`src/rtl/assert_macros.svh`:
```
// Assertion macros shared by the execute unit RTL.
`ifndef ASSERT_MACROS_SVH
`define ASSERT_MACROS_SVH
`ifndef SYNTHESIS
`define SRE_ASSERT(lbl, clk, rstn, prop, msg) \
  lbl: assert property (@(posedge clk) disable iff (!rstn) prop) else $error(msg);
`define SRE_NEVER(lbl, clk, rstn, cond, msg) \
  lbl: assert property (@(posedge clk) disable iff (!rstn) !(cond)) else $error(msg);
`else
`define SRE_ASSERT(lbl, clk, rstn, prop, msg)
`define SRE_NEVER(lbl, clk, rstn, cond, msg)
`endif
`endif

```
`src/rtl/sre_pkg.sv`:
```
// Types, codes and defaults shared by the execute unit modules.
package sre_pkg;

  localparam int unsigned MEM_BYTES_DEF = 65536;
  localparam int unsigned PC_INDEX_DEF  = 15;
  localparam int unsigned SP_INDEX_DEF  = 14;
  localparam int unsigned NUM_REGS      = 16;

  // host operation codes
  localparam logic [2:0] OPN_EXEC   = 3'd0;
  localparam logic [2:0] OPN_MEM_WR = 3'd1;
  localparam logic [2:0] OPN_MEM_RD = 3'd2;
  localparam logic [2:0] OPN_REG_WR = 3'd3;
  localparam logic [2:0] OPN_REG_RD = 3'd4;
  localparam logic [2:0] OPN_CR_RD  = 3'd5;

  localparam logic [3:0] OPC_LAST = 4'd9;

  // fault codes
  localparam logic [1:0] FLT_NONE   = 2'd0;
  localparam logic [1:0] FLT_BAD    = 2'd1;
  localparam logic [1:0] FLT_DIV0   = 2'd2;
  localparam logic [1:0] FLT_HALTED = 2'd3;

  // control register indexes
  localparam logic [3:0] CR_STATUS  = 4'd0;
  localparam logic [3:0] CR_HANDLER = 4'd1;
  localparam logic [3:0] CR_CAUSE   = 4'd2;

  localparam logic [31:0] SWI_CAUSE   = 32'd4;
  localparam logic [31:0] STATUS_MASK = ~32'h1;
  localparam logic [11:0] DISP_SIGN   = 12'h800;

  // modifiers
  localparam logic [3:0] MD_CALL_DIR = 4'd0;
  localparam logic [3:0] MD_CALL_IND = 4'd1;
  localparam logic [3:0] MD_JMP_ALW  = 4'd0;
  localparam logic [3:0] MD_JMP_AIND = 4'd8;
  localparam logic [2:0] JC_ALWAYS   = 3'd0;
  localparam logic [2:0] JC_EQ       = 3'd1;
  localparam logic [2:0] JC_NE       = 3'd2;
  localparam logic [2:0] JC_GT       = 3'd3;
  localparam int unsigned JMP_IND_BIT = 3;
  localparam logic [3:0] MD_ADD = 4'd0;
  localparam logic [3:0] MD_SUB = 4'd1;
  localparam logic [3:0] MD_MUL = 4'd2;
  localparam logic [3:0] MD_DIV = 4'd3;
  localparam logic [3:0] MD_NOT = 4'd0;
  localparam logic [3:0] MD_AND = 4'd1;
  localparam logic [3:0] MD_OR  = 4'd2;
  localparam logic [3:0] MD_XOR = 4'd3;
  localparam logic [3:0] MD_SHL = 4'd0;
  localparam logic [3:0] MD_SAR = 4'd1;
  localparam logic [3:0] MD_ST_IDX = 4'd0;
  localparam logic [3:0] MD_ST_PRE = 4'd1;
  localparam logic [3:0] MD_ST_IND = 4'd2;
  localparam logic [3:0] MD_LD_CR   = 4'd0;
  localparam logic [3:0] MD_LD_ADDI = 4'd1;
  localparam logic [3:0] MD_LD_IDX  = 4'd2;
  localparam logic [3:0] MD_LD_POST = 4'd3;
  localparam logic [3:0] MD_CR_MOV  = 4'd4;
  localparam logic [3:0] MD_CR_OR   = 4'd5;
  localparam logic [3:0] MD_CR_IDX  = 4'd6;
  localparam logic [3:0] MD_CR_POST = 4'd7;

  typedef enum logic [2:0] {
    K_EXEC, K_MEM_WR, K_MEM_RD, K_REG_WR, K_REG_RD, K_CR_RD, K_BAD
  } kind_e;

  typedef enum logic [3:0] {
    OPC_HALT, OPC_SWI, OPC_CALL, OPC_JUMP, OPC_SWAP,
    OPC_ARITH, OPC_LOGIC, OPC_SHIFT, OPC_STORE, OPC_LOAD
  } opc_e;

  typedef enum logic [3:0] {
    ST_CLEAR, ST_DEC, ST_HRD, ST_HREG, ST_RDC, ST_EXEC,
    ST_STEP2, ST_STEP3, ST_MRD, ST_DIV, ST_FIN
  } state_e;

  typedef struct packed {
    kind_e       kind;
    logic        bad_opc;
    opc_e        opc;
    logic [3:0]  md;
    logic [3:0]  ra;
    logic [3:0]  rb;
    logic [3:0]  rc;
    logic [31:0] disp;
    logic [15:0] haddr;
    logic [31:0] hdata;
    logic [3:0]  rsel;
  } item_t;

  typedef struct packed {
    logic        clearing;
    logic        done;
    logic [31:0] pc;
    logic        running;
    logic [31:0] rd;
    logic [1:0]  fault;
  } stat_t;

endpackage

```
`src/rtl/sre_front.sv`:
```
// Front end: classifies incoming words and queues them for the back end.
module sre_front import sre_pkg::*; (
  input  logic        clk_i,
  input  logic        rst_ni,
  input  logic        push_i,
  input  logic        hold_i,
  input  logic [2:0]  operation_i,
  input  logic [31:0] instr_word_i,
  input  logic [15:0] host_address_i,
  input  logic [31:0] host_data_i,
  input  logic [3:0]  reg_select_i,
  output logic        full_o,
  input  logic        pop_i,
  output logic        valid_o,
  output item_t       item_o
);

  item_t      slot_q [2];
  item_t      dec;
  logic       wr_ptr_q, rd_ptr_q;
  logic [1:0] cnt_q;
  logic       push_ok;
  logic [11:0] d12;

  always_comb begin
    d12         = {instr_word_i[7:0], instr_word_i[11:8]};
    dec.hdata   = host_data_i;
    dec.haddr   = host_address_i;
    dec.rsel    = reg_select_i;
    dec.md      = instr_word_i[27:24];
    dec.ra      = instr_word_i[23:20];
    dec.rb      = instr_word_i[19:16];
    dec.rc      = instr_word_i[15:12];
    dec.disp    = {{20{(d12 & DISP_SIGN) != 12'h0}}, d12};
    dec.bad_opc = instr_word_i[31:28] > OPC_LAST;
    dec.opc     = dec.bad_opc ? OPC_HALT : opc_e'(instr_word_i[31:28]);
    unique case (operation_i)
      OPN_EXEC:   dec.kind = K_EXEC;
      OPN_MEM_WR: dec.kind = K_MEM_WR;
      OPN_MEM_RD: dec.kind = K_MEM_RD;
      OPN_REG_WR: dec.kind = K_REG_WR;
      OPN_REG_RD: dec.kind = K_REG_RD;
      OPN_CR_RD:  dec.kind = K_CR_RD;
      default:    dec.kind = K_BAD;
    endcase
  end

  assign full_o  = (cnt_q == 2'd2) || hold_i;
  assign push_ok = push_i && !full_o;
  assign valid_o = cnt_q != 2'd0;
  assign item_o  = slot_q[rd_ptr_q];

  always_ff @(posedge clk_i) begin
    if (push_ok) begin
      slot_q[wr_ptr_q] <= dec;
    end
  end

  always_ff @(posedge clk_i or negedge rst_ni) begin
    if (!rst_ni) begin
      wr_ptr_q <= 1'b0;
      rd_ptr_q <= 1'b0;
      cnt_q    <= 2'd0;
    end else begin
      if (push_ok) wr_ptr_q <= ~wr_ptr_q;
      if (pop_i)   rd_ptr_q <= ~rd_ptr_q;
      if (push_ok && !pop_i) begin
        cnt_q <= cnt_q + 2'd1;
      end else if (pop_i && !push_ok) begin
        cnt_q <= cnt_q - 2'd1;
      end
    end
  end

endmodule

```
`config.mk`:
```
export PLATFORM = sky130hd
export DESIGN_NAME = sre_front
export DESIGN_NICKNAME = d
export VERILOG_FILES = /design/src/rtl/assert_macros.svh /design/src/rtl/sre_pkg.sv /design/src/rtl/sre_front.sv
export SDC_FILE = /design/constraint.sdc
export NUM_CORES = 1
export LEC_CHECK = 0
export ABC_CLOCK_PERIOD_IN_PS = 7100
export BUFFER_PORTS_ARGS = -buffer_cell sky130_fd_sc_hd__buf_2
export CELL_PAD_IN_SITES_DETAIL_PLACEMENT = 2
export CELL_PAD_IN_SITES_GLOBAL_PLACEMENT = 2
export CORE_MARGIN = 1
export CORE_UTILIZATION = 40
export CTS_CLUSTER_DIAMETER = 100
export DETAILED_ROUTE_END_ITERATION = 6
export PLACE_DENSITY_LB_ADDON = 0.08
export RECOVER_POWER = 25
export SYNTH_ARGS = -nofsm -noshare
export SYNTH_HDL_FRONTEND = slang
export SYNTH_SLANG_ARGS = --single-unit
```
`constraint.sdc`:
```
create_clock -name clk_i -period 7.1 [get_ports clk_i]
set_input_delay 0.355 -clock clk_i [delete_from_list [all_inputs] [get_ports clk_i]]
set_output_delay 0.355 -clock clk_i [all_outputs]
set_load 0.05 [all_outputs]
```
==> impl_results.md, run 1 <==
* Status: finished clean
* H-Tree Depth at 4
* WL met3 at around 1100 µm
* Design Power at 3870 µW
* # port buffers at around 200
* Initial core utilization at 40.9%
* MaxCap Viol Count at 0
* Cts bufs inserted at 17
* Pre-CTS setup slack at 4.29 ns
* Setup bufs post-CTS at 0
* Worst slew pin tran at 0.968 ns
* # resized after CTS at 0
* Die W at 132 µm
* CTS tree: yes
* Critical path capture point type: primary output
* Delay-heaviest family, CP: buffers and inverters
* Io pins at 202
* Synth warn at 0
* Post-synthesis cell area at 6790 µm²
* Top post-synthesis cells by area: edfxtp_1, mux2_2, buf_4, mux2_4, dfrtp_1
* DR vias/cell at 4.72
* Worst-skew pair later-pin latency at between 0.4 and 0.5 ns
* Vias in the first global route at between 3000 and 4000
* Critical path's slowest cell: buf_4
* Die Y at between 100 and 150 µm
* Core region area at roughly 17000 µm²
* DRT iter0 DRCs at 142
* Area leader, netlist: edfxtp_1
* Leakage at 0.00311 µW
* Gpl congestion at 0.725
* Clk_skew at 0.00728 ns
* Post-Layout Inst Area at 8430 µm²
* Rel. slew slack at between 30 and 40%
* Synth-to-Final Area Change at 24.2%
* Worst Path Buf+Inv at 2
* Unrepaired setup endpoints after global routing: no
* Final hold violations at 0
* Highest clock rate at between 0.3 and 0.4 GHz
* Post-synthesis sequential area ratio at around four fifths
* Post-DRT Antenna Nets at 0
* Worst min-delay path category: input port to flip-flop
* Clk Tree Root Cell: clkbuf_16
* CP startpoint kind: flip-flop
* DR DRC count at 0
* Row count at 47
* TritonRoute pass-1 iters at 4
* Post-DP HPWL at 9930 µm
* Wire length on met2 at ~7900 µm
* Largest net degree at the start of global routing at between 60 and 70
* Uppermost layer routed: met4
* Final worst-path cycle share at 43.3%
* Critical Path Max Stage Delay at roughly 0.8 ns
* Fin nets at 606
* ANT cells at 0
* Min Clock Period, post-route at between 3 and 4 ns
* Setup violators final at 0
* Number of distinct library cells after synthesis at 21
* Fin. max-slew vios at 0
* CP max FO at 67
* Die area at 17500 µm²
* Total GRT Usage at 17.8%
* Initial antenna violation count at 1
* DP Area at 7880 µm²
* CTS Sinks at 180
* Synth Area per Inst at 21.1 µm²
* WL final at 14700 µm
* First-pass GRT wire length at about 23000 µm
* Fillers at ~1600
* CP Class: flip-flop to primary output
* Setup TNS at 0 ns
* Mapped Cells at 321
* Max Root-Sink Buffers at 2
* Routed WL per cell at 19.8 µm
* Gr ovfl total at 0
* Clk slew on worst S/H paths at 0.07 ns
* Wl on met1 at 5580 µm
* Power Density at 459 nW/µm²
* Routed via count at 3520
* CP Data Required Time at 6.74 ns
* Synth Register Bits at 180
* Worst EP arrival at roughly 2.7 ns
* Hold buffer count at CTS at 1
* Final setup margin at 4.02 ns
* Cell Chain, Critical Path: buf_4, mux2_2, buf_2
* Max VDD drop at 0.195 mV
* Syn nets at 414
* Share of cells above drive strength 1 at 55.3%
* Post-synth top area share at ~80%
[cells in the mapped netlist]
library cell / instances
a21boi_0: 1
and2_1: 1
buf_2: 7
buf_4: 20
buf_6: 3
clkbuf_1: 2
dfrtp_1: 4
edfxtp_1: 176
ha_1: 1
inv_1: 2
mux2_2: 78
mux2_4: 10
nand2b_1: 2
nand3b_1: 1
nor2_1: 2
nor2b_1: 3
nor3b_1: 1
o21a_1: 1
or2_2: 1
xnor2_1: 2
xor2_1: 3
[worst reg2reg max path, cell delays in order, from the launching register on]
cell	delay, ns
dfrtp_1	0.40
nand2b_1	0.17
nand3b_1	0.21
nor2_4	0.74
buf_4	0.77
[layout make-up]
cell class | count | area (µm²) | share of cell area (%)
inverters | 2 | 7.51 | 0.0891
repair buffers | 205 | 993 | 11.8
clock inverters | 14 | 155 | 1.84
multi-input cells | 107 | 1180 | 14.0
clock buffers | 18 | 429 | 5.09
well taps | 220 | 275 | 3.27
flip-flops and latches | 180 | 5390 | 64.0
[path summary, 6_finish.rpt]
path / start / to / cells past startpoint / slack, ns
worst min-delay path: instr_word_i[18] / slot_q[0][90] / 1 / 0.12
worst min register to register: cnt_q[1] / cnt_q[1] / 1 / 0.55
worst max register to register: cnt_q[0] / slot_q[0][49] / 4 / 4.40
max in group asynchronous: rst_ni / rd_ptr_q / 2 / 6.65
min in group asynchronous: rst_ni / cnt_q[1] / 2 / 0.29
worst max-delay path: rd_ptr_q / item_o[82] / 3 / 4.02
[logic make-up (layout without fill, tap and decap cells)]
logic type                 Yosys count  count (layout)  share of synthesized area (%)
AOI/OAI and AO/OA                    2               2                          0.221
xor gates and xnor gates             5               5                          0.646
adders and majority gates            1               1                          0.184
buffers and inverters               34             239                           3.45
DFF                                180             180                           79.4
muxes                               88              88                           15.2
and+or+nand+nor                     11              11                          0.978
[state kept, by name, indices dropped and copies added (netlist names)]
| name | cells |
|---|---|
| slot_q | 176 |
| cnt_q | 2 |
| rd_ptr_q | 1 |
| wr_ptr_q | 1 |
[per-stage QoR]
step / util (%) / cells / hold WS, ns
finish: 50.8 / 746 / 0.115
detailed placement: 47.5 / 713 / 0.170
floorplan: - / 321 / 0.0594
global placement: 47.5 / 713 / 0.168
CTS: 51.1 / 746 / 0.0923
global route: 50.8 / 746 / 0.0911
[layer usage]
layer,vias up,track usage (%)
met5,-,0
met4,0,5.94
met3,15,6.07
met2,139,32.5
met1,1759,19.2
li1,1607,-
[where the power goes]
part	total (µW)	leakage, µW	internal [µW]	switching [µW]
Combinational	1550	0.00117	407	1150
Clock	922	0.000281	522	400
Sequential	1390	0.00166	1330	67.0
[cells in the final DEF, fill, tap and decap left out]
cell type	instances
mux2_4	10
o21a_1	1
bufinv_16	2
clkbuf_1	37
nand2b_1	2
dfrtp_4	1
clkinv_4	6
mux2_2	78
dfrtp_1	3
ha_1	1
edfxtp_1	176
inv_1	2
clkinv_2	2
buf_2	165
nor2_1	1
a21boi_0	1
dlygate4sd3_1	1
nand3b_1	1
clkbuf_16	17
or2_2	1
buf_4	3
clkinvlp_4	2
nor2_4	1
inv_6	2
xnor2_1	2
and2_4	1
xor2_1	3
nor2b_1	3
nor3b_1	1
Note: power is estimated with default switching activity, not from simulation.
==> inputs of run 2 (changes only) <==
--- a/config.mk
+++ b/config.mk
@@ -5,12 +5,12 @@
 export SDC_FILE = /design/constraint.sdc
 export NUM_CORES = 1
 export LEC_CHECK = 0
-export ABC_CLOCK_PERIOD_IN_PS = 7100
+export ABC_CLOCK_PERIOD_IN_PS = 2800
 export BUFFER_PORTS_ARGS = -buffer_cell sky130_fd_sc_hd__buf_2
 export CELL_PAD_IN_SITES_DETAIL_PLACEMENT = 2
 export CELL_PAD_IN_SITES_GLOBAL_PLACEMENT = 2
 export CORE_MARGIN = 1
-export CORE_UTILIZATION = 40
+export CORE_UTILIZATION = 33
 export CTS_CLUSTER_DIAMETER = 100
 export DETAILED_ROUTE_END_ITERATION = 6
 export PLACE_DENSITY_LB_ADDON = 0.08
==> constraint.sdc (replaced) <==
create_clock -name clk_i -period 2.8 [get_ports clk_i]
set_input_delay 0.14 -clock clk_i [delete_from_list [all_inputs] [get_ports clk_i]]
set_output_delay 0.14 -clock clk_i [all_outputs]
set_load 0.05 [all_outputs]
==> run 2 against run 1 <==
Net effect:
- sequential power grew to 2.5 times the previous value
- cell area rose by 11%
- combinational power grew to 2.6 times the previous value
- via count rose by 9.1%
- critical path depth unchanged
- sequential cell count is the same
- clock skew hardly changed
- non-clock buffer count increased by 88
- utilization decreased by 4.6 points
- cell count is 18% higher
- critical endpoint is now item_o[102]
==> impl_results.md, run 2 (synthesized netlist as in run 1, its figures left out) <==
* Row count at 52 (was 47)
* Io pins at 202 (unchanged)
* Vias in the first global route at 4450 (was 3973)
* Reg2reg end: slot_q[1][84] (was slot_q[0][49])
* Critical path's slowest cell: dfrtp_4 (was buf_4)
* Die Y at 145 µm (was 132 µm)
* Leading cell types in the layout, fill and taps excluded: edfxtp_1, buf_2, dlygate4sd3_1 (was edfxtp_1, buf_2, mux2_2)
* CTS tree: yes (unchanged)
* Gpl congestion at 0.689 (was 0.725)
* Routed WL per cell at 17.2 µm (was 19.8 µm)
* Worst min-delay path category: input port to flip-flop (unchanged)
* Largest register FFs at 176 (unchanged)
* Unrepaired setup endpoints after global routing: no (unchanged)
* Critical path capture point type: primary output (unchanged)
* Status: finished clean (unchanged)
* Die W at 145 µm (was 132 µm)
* Hold Crit Depth at 2 (was 1)
* Layout Cells excl Fill at 882 (was 746)
* DRT iter0 DRCs at 119 (was 142)
* H-Tree Depth at 4 (unchanged)
* Reg2reg path depth at 5 (was 4)
* Largest net degree at the start of global routing at 49 (was 68)
* CP Data Required Time at 2.66 ns (was 6.74 ns)
* Initial antenna violation count at 0 (was 1)
* Critical Path Max Stage Delay at 0.63 ns (was 0.78 ns)
* Biggest register: slot_q (unchanged)
* Routed via count at 3841 (was 3520)
* # port buffers at 201 (unchanged)
* CP max FO at 48 (was 67)
* CP Class: flip-flop to primary output (unchanged)
* Post-DRT Antenna Nets at 0 (unchanged)
* Initial core utilization at 33.6% (was 40.9%)
* MaxCap Viol Count at 0 (unchanged)
* DR vias/cell at 4.35 (was 4.72)
* HP Start: instr_word_i[31] (was instr_word_i[18])
* First-pass GRT wire length at 24400 µm (was 22700 µm)
* DR DRC count at 0 (unchanged)
* Fillers at 1948 (was 1559)
* Cell Chain, Critical Path: buf_12, mux2_2, buf_2 (was buf_4, mux2_2, buf_2)
* Max Root-Sink Buffers at 2 (unchanged)
* Final hold violations at 0 (unchanged)
* Clk_skew at 0.00761 ns (was 0.00728 ns)
* Largest regs: slot_q: 176 flops, cnt_q: 2 flops (unchanged)
* Cts bufs inserted at 17 (unchanged)
* Worst slew pin tran at 0.674 ns (was 0.968 ns)
* Critical R2R Launch: cnt_q[0] (unchanged)
* Power Density at 1050 nW/µm² (was 459 nW/µm²)
* Total GRT Usage at 15.4% (was 17.8%)
* Share of cells above drive strength 1 at 46.2% (was 55.3%)
* Rel. slew slack at 55.1% (was 35.4%)
* Commonest non-fill, non-tap cell in the layout: edfxtp_1 (unchanged)
* TritonRoute pass-1 iters at 4 (unchanged)
* Fin. max-slew vios at 0 (unchanged)
* Delay-heaviest family, CP: flip-flops (was buffers and inverters)
* Highest clock rate at 0.459 GHz
* Die area at 21100 µm² (was 17500 µm²)
* ANT cells at 0 (unchanged)
* Post-DP HPWL at 9830 µm (was 9930 µm)
* Fin nets at 694 (was 606)
* Setup violators final at 0 (unchanged)
* WHS at 0.0518 ns (was 0.115 ns)
* Worst-skew pair later-pin latency at 0.42 ns (was 0.43 ns)
* CP startpoint kind: flip-flop (unchanged)
* Worst EP arrival at 2.04 ns (was 2.72 ns)
* Setup TNS at 0 ns (unchanged)
* Final worst-path cycle share at between 70% and 80%
* Hold Path End: slot_q[1][101] (was slot_q[0][90])
* Inst Count DP at 768 (was 713)
* Core region area at 20200 µm² (was 16600 µm²)
* Synth-to-Final Area Change at 37.5% (was 24.2%)
* R2R Setup Slk at 0.86 ns (was 4.40 ns)
* Max VDD drop at 0.448 mV (was 0.195 mV)
* Worst Path Buf+Inv at 2 (unchanged)
* Leakage at 0.00344 µW (was 0.00311 µW)
* Clk Tree Root Cell: clkbuf_16 (unchanged)
* Min Clock Period, post-route at 2.18 ns
* WL final at 15200 µm (was 14700 µm)
* CTS Sinks at 180 (unchanged)
* Gr ovfl total at 0 (unchanged)
* Clk slew on worst S/H paths at 0.06 ns (was 0.07 ns)
run 2: cell type report:
cell class                      count  area, µm²  area share [%]
Multi-Input combinational cell    107       1180            12.6
Inverter                            2       7.51          0.0805
Clock inverter                      9       85.1           0.912
Timing Repair Buffer              293       1890            20.3
Tap cell                          270        338            3.62
Clock buffer                       21        440            4.72
Sequential cell                   180       5390            57.8
run 2: report_power, final:
| group | leakage, µW | switching, µW | internal (µW) |
|---|---|---|---|
| clock network | 0.000250 | 959 | 1210 |
| logic | 0.00153 | 2950 | 1160 |
| registers | 0.00166 | 158 | 3360 |
run 2: worst reg2reg max path, stage by stage, from the launching register on:
cell and delay, ns:
dfrtp_1 0.41, nand2b_1 0.15, nand3b_1 0.18, inv_1 0.12, and2_4 0.43, buf_4 0.34
run 2: stage by stage:
step	cell area [µm²]	power, µW	setup slack, ns	utilization, %
after floorplan	6790	6870	0.377	-
after global placement	8010	7590	0.862	39.7
after detailed placement	8010	7640	0.801	39.7
after CTS	9380	9940	0.564	46.5
after global routing	9330	10200	0.525	46.2
final	9330	9790	0.620	46.2
run 2: worst max path at each step:
stage,startpoint,to,slack (ns),cells past startpoint
final,rd_ptr_q,item_o[102],0.62,3
after global routing,rd_ptr_q,item_o[102],0.53,3
after CTS,rd_ptr_q,item_o[102],0.56,3
after detailed placement,cnt_q[0],slot_q[1][85],0.80,5
after global placement,cnt_q[0],slot_q[1][57],0.86,5
after floorplan,cnt_q[0],slot_q[0][0],0.38,3
run 2: repair_timing:
item,4_1_cts,5_1_grt
buffers inserted,0,0
resized for setup,0,0
endpoints found under the hold margin,169,0
hold buffers,84,0
setup endpoints to repair,0,0
run 2: per-layer routing:
layer | GRT usage, % | vias to the layer above | share of wire, %
li1 | - | 1780 | -
met1 | 16.8 | 1915 | 39
met2 | 27.9 | 131 | 54
met3 | 4.58 | 15 | 5.8
met4 | 6.00 | 0 | 1.3
met5 | 0 | - | 0
==> inputs of run 3 (changes only) <==
--- a/config.mk
+++ b/config.mk
@@ -5,7 +5,7 @@
 export SDC_FILE = /design/constraint.sdc
 export NUM_CORES = 1
 export LEC_CHECK = 0
-export ABC_CLOCK_PERIOD_IN_PS = 2800
+export ABC_CLOCK_PERIOD_IN_PS = 1900
 export BUFFER_PORTS_ARGS = -buffer_cell sky130_fd_sc_hd__buf_2
 export CELL_PAD_IN_SITES_DETAIL_PLACEMENT = 2
 export CELL_PAD_IN_SITES_GLOBAL_PLACEMENT = 2
==> constraint.sdc (replaced) <==
create_clock -name clk_i -period 1.9 [get_ports clk_i]
set_input_delay 0.095 -clock clk_i [delete_from_list [all_inputs] [get_ports clk_i]]
set_output_delay 0.095 -clock clk_i [all_outputs]
set_load 0.05 [all_outputs]
==> run 3 against run 2 <==
Net effect:
- the run now ends with negative setup slack left
- via count is 0.94% higher
- critical path depth stayed put
- clock power is 72% higher
- total power is 62% higher
- sequential cell count stayed put
- setup slack worse by 0.63 ns
- highest routed layer unchanged
- utilization is 2.9 points higher
- critical endpoint is now item_o[87]
- sequential power is 46% higher
- cell area is 6.2% higher
- cell count is 1.4% higher
- largest power group unchanged
- combinational power is 69% higher
==> impl_results.md, run 3 (synthesized netlist as in run 1, its figures left out) <==
* Status: finished with violations (was finished clean)
* Failing checks: negative setup slack
* DRT iter0 DRCs at 193 (was 119)
* Initial antenna violation count at 0 (unchanged)
* Post-Layout Inst Area at 9900 µm² (was 9330 µm²)
* Initial core utilization at 33.6% (unchanged)
* CP max FO at 29 (was 48)
* Inst Count DP at 770 (was 768)
* Max VDD drop at 0.740 mV (was 0.448 mV)
* Setup TNS at -0.00614 ns (was 0 ns)
* Worst slew pin tran at 0.301 ns (was 0.674 ns)
* Critical Path Max Stage Delay at 0.53 ns (was 0.63 ns)
* Total GRT Usage at 16.5% (was 15.4%)
* Critical path capture point type: primary output (unchanged)
* TritonRoute pass-1 iters at 6 (was 4)
* Worst EP arrival at 1.81 ns (was 2.04 ns)
* Min Clock Period, post-route at 1.91 ns
* Leading cell types in the layout, fill and taps excluded: edfxtp_1, buf_2, dlygate4sd3_1 (unchanged)
* Die area at 21100 µm² (unchanged)
* Final worst-path cycle share at 100%
* Leakage at 0.00370 µW (was 0.00344 µW)
* Die W at 145 µm (unchanged)
* Cell Chain, Critical Path: buf_12, mux2_2, buf_4 (was buf_12, mux2_2, buf_2)
* Largest net degree at the start of global routing at 47 (was 49)
* Routed WL per cell at 18.6 µm (was 17.2 µm)
* CTS Sinks at 180 (unchanged)
* Power Density at 1600 nW/µm² (was 1050 nW/µm²)
* Vias in the first global route at 4566 (was 4450)
* Clk slew on worst S/H paths at 0.06 ns (about the same)
* Core region area at 20200 µm² (unchanged)
* DP Area at 8080 µm² (was 8010 µm²)
* CP Data Required Time at 1.80 ns (was 2.66 ns)
* H-Tree Depth at 4 (unchanged)
* Final setup margin at -0.00614 ns (was 0.620 ns)
* Rel. slew slack at 79.7% (was 55.1%)
* Clk Tree Root Cell: clkbuf_16 (unchanged)
* Post-DRT Antenna Nets at 0 (unchanged)
* Share of cells above drive strength 1 at 48.2% (was 46.2%)
* Worst Path Buf+Inv at 2 (unchanged)
* # port buffers at 201 (unchanged)
* Largest register FFs at 176 (unchanged)
* Synth-to-Final Area Change at 46.0% (was 37.5%)
* Layout Cells excl Fill at 894 (was 882)
* First-pass GRT wire length at 25600 µm (was 24400 µm)
* DR vias/cell at 4.34 (was 4.35)
* Fin. max-slew vios at 0 (unchanged)
* Final hold violations at 0 (unchanged)
* Io pins at 202 (unchanged)
* ANT cells at 0 (unchanged)
* Gr ovfl total at 0 (unchanged)
* Biggest register: slot_q (unchanged)
* Critical path's slowest cell: dfrtp_4 (unchanged)
* Gpl congestion at 0.692 (was 0.689)
* Commonest non-fill, non-tap cell in the layout: edfxtp_1 (unchanged)
* Clk_skew at 0.00809 ns (was 0.00761 ns)
* Unrepaired setup endpoints after global routing: yes (was no)
* WL final at 16600 µm (was 15200 µm)
* CTS tree: yes (unchanged)
* MaxCap Viol Count at 0 (unchanged)
* Fin nets at 704 (was 694)
* Post-DP HPWL at 10300 µm (was 9830 µm)
* Die Y at 145 µm (unchanged)
* Largest regs: slot_q: 176 flops, cnt_q: 2 flops (unchanged)
* Worst-skew pair later-pin latency at 0.43 ns (was 0.42 ns)
* DR DRC count at 0 (unchanged)
* Delay-heaviest family, CP: flip-flops (unchanged)
* Highest clock rate at 0.525 GHz
* CP Class: flip-flop to primary output (unchanged)
* Utilization after layout at 49.1% (was 46.2%)
* Setup violators final at 1 (was 0)
* Design Power at 15800 µW (was 9790 µW)
* Max Root-Sink Buffers at 2 (unchanged)
* Row count at 52 (unchanged)
* Cts bufs inserted at 17 (unchanged)
* Worst min-delay path category: input port to flip-flop (unchanged)
* CP startpoint kind: flip-flop (unchanged)
* Routed via count at 3877 (was 3841)
[run 3: metal layers]
layer,vias to the layer above,track usage (%),wire (µm)
met1,1938,17.7,6120
met5,-,0,0
met4,0,5.84,240
li1,1801,-,-
met2,122,30.0,9140
met3,16,5.61,1110
[run 3: metrics by stage]
stage	worst slack (ns)	hold WS [ns]
after floorplan	-0.523	-0.201
after global placement	0.243	-0.0957
after detailed placement	0.178	-0.0882
after CTS	-0.0181	0.00515
after global routing	-0.0767	0.0100
final	-0.00614	0.0198
[run 3: final cells by class]
cell class	count	area, µm²
Clock buffer	23	478
Fill cell	1881	10300
Tap cell	270	338
Sequential cell	180	5390
Timing Repair Buffer	303	2350
Multi-Input combinational cell	107	1190
Inverter	2	7.51
Clock inverter	9	151
[run 3: worst paths after layout]
path / endpoint / cells after the start / start / slack, ns
max: item_o[87] / 3 / rd_ptr_q / -0.006
min: slot_q[1][102] / 2 / instr_word_i[31] / 0.02
max reg2reg: slot_q[1][2] / 5 / cnt_q[0] / 0.19
min reg2reg: cnt_q[1] / 1 / cnt_q[1] / 0.50
max in group asynchronous: rd_ptr_q / 3 / rst_ni / 1.13
min in group asynchronous: cnt_q[0] / 3 / rst_ni / 0.57
[run 3: what timing repair did]
item	4_1_cts	5_1_grt
gates resized for setup	78	30
hold buffers	87	0
endpoints found under the setup margin	97	94
buffers inserted	5	0
endpoints found under the hold margin	171	0
[run 3: report_power, final]
group          switching (µW)  internal [µW]
clock network            1430           2300
logic                    4580           2360
registers                 194           4940
total                    6210           9610
